==> src/rtl/ecsg_pkg.sv <==
// ----------------------------------------------------------------------------
// ecsg_pkg
// Shared types and codes for the encoder counter with storm guard.
// ----------------------------------------------------------------------------
package ecsg_pkg;

  localparam logic [1:0] REQ_EDGE  = 2'd0;
  localparam logic [1:0] REQ_POLL  = 2'd1;
  localparam logic [1:0] REQ_READ  = 2'd2;
  localparam logic [1:0] REQ_RESET = 2'd3;

  localparam int unsigned CFG_INDEX_W = 8;
  localparam int unsigned CFG_DATA_W  = 16;

  localparam logic [CFG_INDEX_W-1:0] CFG_WINDOW_MS    = 8'd0;
  localparam logic [CFG_INDEX_W-1:0] CFG_EDGES_PER_MS = 8'd1;

  localparam logic [CFG_DATA_W-1:0] WINDOW_MS_RST    = 16'd100;
  localparam logic [CFG_DATA_W-1:0] EDGES_PER_MS_RST = 16'd20;

  typedef struct packed {
    logic [1:0]  req_type;
    logic        level_a;
    logic        level_b;
    logic [31:0] now_ms;
  } in_item_t;

  typedef struct packed {
    logic signed [31:0] tick_value;
    logic signed [31:0] total_tick_value;
    logic [31:0]        edge_total;
    logic               storm_detected;
    logic               is_detached;
  } out_item_t;

endpackage

==> src/rtl/ecsg_core.sv <==
// ----------------------------------------------------------------------------
// ecsg_core
// Counter state and storm check; updates state and forms one result per item.
// ----------------------------------------------------------------------------
module ecsg_core #(
  parameter int COUNT_WIDTH = 32
) (
  input  logic                                   clk,
  input  logic                                   rst_n,
  input  logic                                   advance,
  input  ecsg_pkg::in_item_t                     item,
  input  logic [ecsg_pkg::CFG_DATA_W-1:0]        window_ms,
  input  logic [ecsg_pkg::CFG_DATA_W-1:0]        edges_per_ms,
  output ecsg_pkg::out_item_t                    result
);

  logic [COUNT_WIDTH-1:0] tick_accum_r, tick_accum_nxt;
  logic [COUNT_WIDTH-1:0] total_steps_r, total_steps_nxt;
  logic [COUNT_WIDTH-1:0] edge_count_r, edge_count_nxt;
  logic [COUNT_WIDTH-1:0] edge_mark_r, edge_mark_nxt;
  logic [31:0]            window_start_r, window_start_nxt;
  logic                   detached_r, detached_nxt;

  logic [COUNT_WIDTH-1:0] step;
  logic [COUNT_WIDTH-1:0] seen;
  logic [31:0]            elapsed;
  logic [47:0]            budget;
  logic                   judged;
  logic                   over_budget;
  logic                   storm;
  logic [COUNT_WIDTH-1:0] read_val;
  logic signed [63:0]     read_ext;
  logic signed [63:0]     total_ext;
  logic [63:0]            edge_ext;

  assign step        = (item.level_a == item.level_b) ? COUNT_WIDTH'(1) : '1;
  assign elapsed     = item.now_ms - window_start_r;
  assign judged      = elapsed >= {16'd0, window_ms};
  assign budget      = 48'(edges_per_ms) * 48'(elapsed);
  assign seen        = edge_count_r - edge_mark_r;
  assign over_budget = 64'(seen) > 64'(budget);

  always_comb begin
    tick_accum_nxt   = tick_accum_r;
    total_steps_nxt  = total_steps_r;
    edge_count_nxt   = edge_count_r;
    edge_mark_nxt    = edge_mark_r;
    window_start_nxt = window_start_r;
    detached_nxt     = detached_r;
    storm            = 1'b0;
    read_val         = '0;
    case (item.req_type)
      ecsg_pkg::REQ_EDGE: begin
        if (!detached_r) begin
          tick_accum_nxt  = tick_accum_r + step;
          total_steps_nxt = total_steps_r + step;
          edge_count_nxt  = edge_count_r + COUNT_WIDTH'(1);
        end
      end
      ecsg_pkg::REQ_POLL: begin
        if (!detached_r) begin
          if (window_start_r == 32'd0) begin
            window_start_nxt = item.now_ms;
            edge_mark_nxt    = edge_count_r;
          end else if (judged) begin
            window_start_nxt = item.now_ms;
            edge_mark_nxt    = edge_count_r;
            if (over_budget) begin
              detached_nxt = 1'b1;
              storm        = 1'b1;
            end
          end
        end
      end
      ecsg_pkg::REQ_READ: begin
        read_val       = tick_accum_r;
        tick_accum_nxt = '0;
      end
      ecsg_pkg::REQ_RESET: begin
        total_steps_nxt = '0;
        if (detached_r) begin
          detached_nxt     = 1'b0;
          window_start_nxt = 32'd0;
        end
      end
      default: begin
        tick_accum_nxt = tick_accum_r;
      end
    endcase
  end

  assign read_ext  = 64'($signed(read_val));
  assign total_ext = 64'($signed(total_steps_nxt));
  assign edge_ext  = 64'(edge_count_nxt);

  assign result.tick_value       = read_ext[31:0];
  assign result.total_tick_value = total_ext[31:0];
  assign result.edge_total       = edge_ext[31:0];
  assign result.storm_detected   = storm;
  assign result.is_detached      = detached_nxt;

  always_ff @(posedge clk) begin
    if (!rst_n) begin
      tick_accum_r   <= '0;
      total_steps_r  <= '0;
      edge_count_r   <= '0;
      edge_mark_r    <= '0;
      window_start_r <= 32'd0;
      detached_r     <= 1'b0;
    end else if (advance) begin
      tick_accum_r   <= tick_accum_nxt;
      total_steps_r  <= total_steps_nxt;
      edge_count_r   <= edge_count_nxt;
      edge_mark_r    <= edge_mark_nxt;
      window_start_r <= window_start_nxt;
      detached_r     <= detached_nxt;
    end
  end

endmodule

==> src/rtl/encoder_counter_with_storm_guard.sv <==
// An input transfer loads the input register, and its result then loads the
// result register. Throughput: one item per cycle unless the output stalls;
// the input register and the result register each hold one item, and the
// counter state updates as an item leaves the input register. Synchronous
// active-low reset clears all counters, unarms the window, clears detach, and loads window_ms = 100, edges_per_ms = 20.
// ----------------------------------------------------------------------------
// encoder_counter_with_storm_guard
// Quadrature x2 step counter with edge-storm detach guard, top level.
// ----------------------------------------------------------------------------
module encoder_counter_with_storm_guard #(
  parameter int COUNT_WIDTH = 32
) (
  input  logic                                clk,
  input  logic                                rst_n,
  input  logic                                in_valid,
  output logic                                in_ready,
  input  ecsg_pkg::in_item_t                  in_data,
  output logic                                out_valid,
  input  logic                                out_ready,
  output ecsg_pkg::out_item_t                 out_data,
  input  logic                                cfg_valid,
  output logic                                cfg_ready,
  input  logic [ecsg_pkg::CFG_INDEX_W-1:0]    cfg_index,
  input  logic [ecsg_pkg::CFG_DATA_W-1:0]     cfg_data
);

  logic                                 in_valid_r;
  ecsg_pkg::in_item_t                   in_item_r;
  logic                                 out_valid_r;
  ecsg_pkg::out_item_t                  out_item_r;
  ecsg_pkg::out_item_t                  result;
  logic [ecsg_pkg::CFG_DATA_W-1:0]      window_ms_r;
  logic [ecsg_pkg::CFG_DATA_W-1:0]      edges_per_ms_r;
  logic                                 advance;

  assign advance   = in_valid_r && (!out_valid_r || out_ready);
  assign in_ready  = !in_valid_r || advance;
  assign out_valid = out_valid_r;
  assign out_data  = out_item_r;
  assign cfg_ready = 1'b1;

  ecsg_core #(
    .COUNT_WIDTH (COUNT_WIDTH)
  ) u_core (
    .clk          (clk),
    .rst_n        (rst_n),
    .advance      (advance),
    .item         (in_item_r),
    .window_ms    (window_ms_r),
    .edges_per_ms (edges_per_ms_r),
    .result       (result)
  );

  always_ff @(posedge clk) begin
    if (!rst_n) begin
      window_ms_r    <= ecsg_pkg::WINDOW_MS_RST;
      edges_per_ms_r <= ecsg_pkg::EDGES_PER_MS_RST;
    end else if (cfg_valid && cfg_ready) begin
      if (cfg_index == ecsg_pkg::CFG_WINDOW_MS) begin
        window_ms_r <= cfg_data;
      end else if (cfg_index == ecsg_pkg::CFG_EDGES_PER_MS) begin
        edges_per_ms_r <= cfg_data;
      end
    end
  end

  always_ff @(posedge clk) begin
    if (!rst_n) begin
      in_valid_r <= 1'b0;
    end else if (in_ready) begin
      in_valid_r <= in_valid;
    end
  end

  always_ff @(posedge clk) begin
    if (in_valid && in_ready) begin
      in_item_r <= in_data;
    end
  end

  always_ff @(posedge clk) begin
    if (!rst_n) begin
      out_valid_r <= 1'b0;
    end else if (advance) begin
      out_valid_r <= 1'b1;
    end else if (out_ready) begin
      out_valid_r <= 1'b0;
    end
  end

  always_ff @(posedge clk) begin
    if (advance) begin
      out_item_r <= result;
    end
  end

`ifndef SYNTHESIS
  a_storm_implies_detached: assert property (@(posedge clk) disable iff (!rst_n)
    out_valid_r && out_item_r.storm_detected |-> out_item_r.is_detached)
    else $error("storm reported without detach");

  a_advance_fills_output: assert property (@(posedge clk) disable iff (!rst_n)
    advance |=> out_valid_r)
    else $error("result register not loaded after advance");

  a_ready_when_drained: assert property (@(posedge clk) disable iff (!rst_n)
    out_ready |-> in_ready)
    else $error("input stalled while result side drains");
`endif

endmodule
==> config.mk <==
export PLATFORM = sky130hd
export DESIGN_NAME = encoder_counter_with_storm_guard
export DESIGN_NICKNAME = d
export VERILOG_FILES = /design/src/rtl/ecsg_pkg.sv /design/src/rtl/ecsg_core.sv /design/src/rtl/encoder_counter_with_storm_guard.sv
export SDC_FILE = /design/constraint.sdc
export NUM_CORES = 2
export LEC_CHECK = 0
export BUFFER_PORTS_ARGS = -buffer_cell sky130_fd_sc_hd__buf_2
export CAP_MARGIN = 20
export CORE_UTILIZATION = 45
export CTS_CLUSTER_SIZE = 14
export DETAILED_ROUTE_END_ITERATION = 10
export PLACE_DENSITY_LB_ADDON = 0.3
export SLEW_MARGIN = 10
export SYNTH_ARGS = -nofsm -noshare
export SYNTH_HDL_FRONTEND = slang
export SYNTH_SLANG_ARGS = --single-unit
export TNS_END_PERCENT = 1
==> constraint.sdc <==
create_clock -name clk -period 10.27 [get_ports clk]
set_clock_uncertainty 0.05 [all_clocks]
set_input_delay 2.054 -clock clk [delete_from_list [all_inputs] [get_ports clk]]
set_output_delay 2.054 -clock clk [all_outputs]
set_load 0.02 [all_outputs]
==> metrics.cfg <==
[place]
place_congestion = 0.944
placed_area_um2 = 38700
port-buffer-count = 164
hpwlAfterDp_um = 70700

[floorplan]
rows = 104
num_io_pins = 166
die-height_um = 287
start_util_pct = 45.4
die_area_um2 = 82200
core_um2 = 80300
die_x_um = 287

[pwr]
total_leakage_power_nw = 18.6
power_frac_clock_pct = 28.6
peakVddDrop_mv = 0.128
pwr_density_cell_nw_per_um2 = 121
pwr-share-seq_pct = 29.0
p_sw_mw = 1.90
p_total_mw = 4.92
internal_power_mw = 3.02
switching_share_pct = 38.7
comb_power_share_pct = 42.5

[yosys]
yosys.area.top_type = fa_1
synth_top_family_by_area = adder cells
syn_inst = 4102
synth_edf_count = 134
synth-warning-count = 0
synth_seq_cells = 329
synthMuxAreaShare_pct = 2.07
synthFlopType = dfxtp_1
syn_area_um2 = 36500
synth.distinct_cells = 90
synth-simple-area-share_pct = 17.7
netlist.area_leader.share_pct = 23.2
synth_fa_ha_area_share_pct = 33.3
syn-mean-instance-area_um2 = 8.89
async_flop_share_pct = 0
synth_compound_area_share_pct = 12.8
synthXorXnorAreaFrac_pct = 4.32
synth_nets = 4884
ys_top_cells_by_area = fa_1 23%, edfxtp_1 11%, dfxtp_1 11%
ys_seq_area_share_pct = 21.7

[route]
viasPerCell = 5.37
drt_iter0_drc = 1875
dr.pass1.iters = 7
drc = 0
num_vias = 28600
detail_route.wirelength_um = 92700
avgRoutedWirePerCell_um = 17.4
drtAntennaViolNets = 0

[layout]
final_cell_mix = 584 x inv_1, 548 x nand2_1, 422 x fa_1, 287 x ha_1, 227 x and2_1
final_common_cell = inv_1
drive_gt1_share_pct = 10.2
final_cell_area_um2 = 40600
fill_cells = 7395
final_nets = 5016
area_growth_pct = 11.3

[worst_setup_path]
cpMostUsedCell = fa_1
critPathArrivalTime_ns = 10.22
startpoint_type = flip-flop
crit_slowest_cell = fa_1
worstSetupPathType = reg2reg
end_kind = flip-flop
crit_required_ns = 10.65
r2r_cells = 38
crit_path_max_fanout = 11
cpPeakStageDelay_ns = 0.60

[job]
drv_cap = 0

[grt]
antenna_found_initial = 5
grt_overflow = 0
grt_pass1_wl_um = 150000
grt_use_total_pct = 22.5
grt_max_degree = 84
grt_pass1_vias = 28300

[hold_path]
hold_depth = 2
hold_class = reg2reg

[status]
status = finished clean

[timing]
slew-limit-headroom_pct = 30.1
max_freq_mhz = 102
tns_ns = 0
period_needed_ns = 9.85
whs_ns = 0.403
drv_slew = 0
hold_viol = 0
worstMarginPinSlew_ns = 1.05
timing.final.crit_share_pct = 95.9
setup_viol_count_final = 0

[clocking]
cts_buffers = 39
cts_buffer_depth = 3
cts_tree = built
path_clk_slew_ns = 0.06
clock_latency_ns = 0.60
cts_htree_levels = 2
clock-sinks = 329
clockRootBuffer = clkbuf_16

-- area by class of cell --
cell class	count	area [um^2]	share of cell area, %
multi-input cells	3005	26000	64.2
flip-flops and latches	329	7930	19.5
inverters	586	2210	5.44
repair buffers	273	1770	4.36
well taps	1060	1330	3.27
clock buffers	44	1000	2.48
clock inverters	28	295	0.728
diodes	3	7.51	0.0185
-- layer usage --
layer | vias up | routed length, um | GRT usage [%] | share of wire (%)
met5 | - | 16 | 0 | 0.017
met4 | 4 | 1800 | 4.89 | 1.9
met3 | 125 | 6400 | 4.42 | 6.9
met2 | 736 | 42200 | 36.2 | 45
met1 | 14000 | 42300 | 31.4 | 46
li1 | 13800 | - | - | -
-- critical path, delay by kind of cell (launching register included) --
kind                     cells  cell delay (ns)
AO/OA/AOI/OAI               10             1.96
XOR/XNOR                     1             0.13
adder cells (fa/ha/maj)      9             3.97
buffers and inverters        7             0.86
flip-flops                   1             0.41
AND/OR/NAND/NOR             11             2.32
-- sequential cells by signal, summed over array words and instances (netlist names), 16 cells and up --
register               flops
window_ms_r               16
u_core.window_start_r     32
u_core.tick_accum_r       32
out_data                  98
u_core.edge_count_r       32
u_core.total_steps_r      32
u_core.edge_mark_r        32
edges_per_ms_r            16
in_item_r                 36
-- power groups by stage --
stage	Sequential, mW	Combinational [mW]	Clock, mW
2_1_floorplan	1.47	1.34	0
3_3_place_gp	1.45	1.95	0
3_5_place_dp	1.45	1.96	0
4_1_cts	1.43	1.99	1.44
5_1_grt	1.43	2.33	1.49
6_report	1.43	2.09	1.41
-- per-stage QoR --
stage,setup WS [ns],utilization [%],cells
3_5_place_dp,-0.246,48.3,5237
5_1_grt,-0.0283,50.5,5327
3_3_place_gp,-0.123,48.3,5237
6_report,0.421,50.5,5328
2_1_floorplan,0.361,-,4102
4_1_cts,0.0147,49.9,5309
-- final timing paths --
kind | from | to | slack (ns)
max reg2reg | in_item_r[8]$_DFFE_PP_ | out_data[0]$_DFFE_PP_ | 0.42
min reg2reg | u_core.edge_mark_r[8]$_SDFFE_PN0P_ | u_core.edge_mark_r[8]$_SDFFE_PN0P_ | 0.40
max | in_item_r[8]$_DFFE_PP_ | out_data[0]$_DFFE_PP_ | 0.42
min | u_core.edge_mark_r[8]$_SDFFE_PN0P_ | u_core.edge_mark_r[8]$_SDFFE_PN0P_ | 0.40
-- cell usage after synthesis (5+ instances only) --
master	count
o21bai_1	18
inv_1	586
o21a_1	28
o31ai_1	13
nand4_1	37
a21oi_1	180
dfxtp_1	195
xor2_1	75
mux2i_1	71
a21boi_0	10
o22ai_1	7
a22o_1	13
a211o_1	9
a31oi_1	22
nor2b_1	44
nand3_1	53
fa_1	422
buf_1	6
buf_2	6
nor2_1	219
nor4_1	28
nand2_1	548
edfxtp_1	134
a21o_1	106
a32o_1	36
a211oi_1	25
nor4b_1	8
buf_6	7
and2_1	229
and3_1	35
and4_1	6
xnor2_1	105
o31a_1	7
o2111ai_1	5
nand2b_1	31
clkbuf_1	159
ha_1	295
o21ba_2	7
a22oi_1	17
nor3_1	44
o21ai_0	116
or2_2	12
or3_1	25
o211ai_1	15
-- cell families after synthesis --
logic type                 after synthesis
AOI/OAI and AO/OA                      690
xor gates and xnor gates               180
adders and majority gates              717
buffers and inverters                  768
DFF                                    329
muxes                                   75
other                                    1
and+or+nand+nor                       1342
-- what timing repair did --
item	CTS	global route
hold buffers	0	0
gates cloned	0	1
setup endpoints to repair	3	3
gates resized for setup	5	66
pin swaps	0	21
setup buffers	0	14
(Power assumes the default switching activity.)
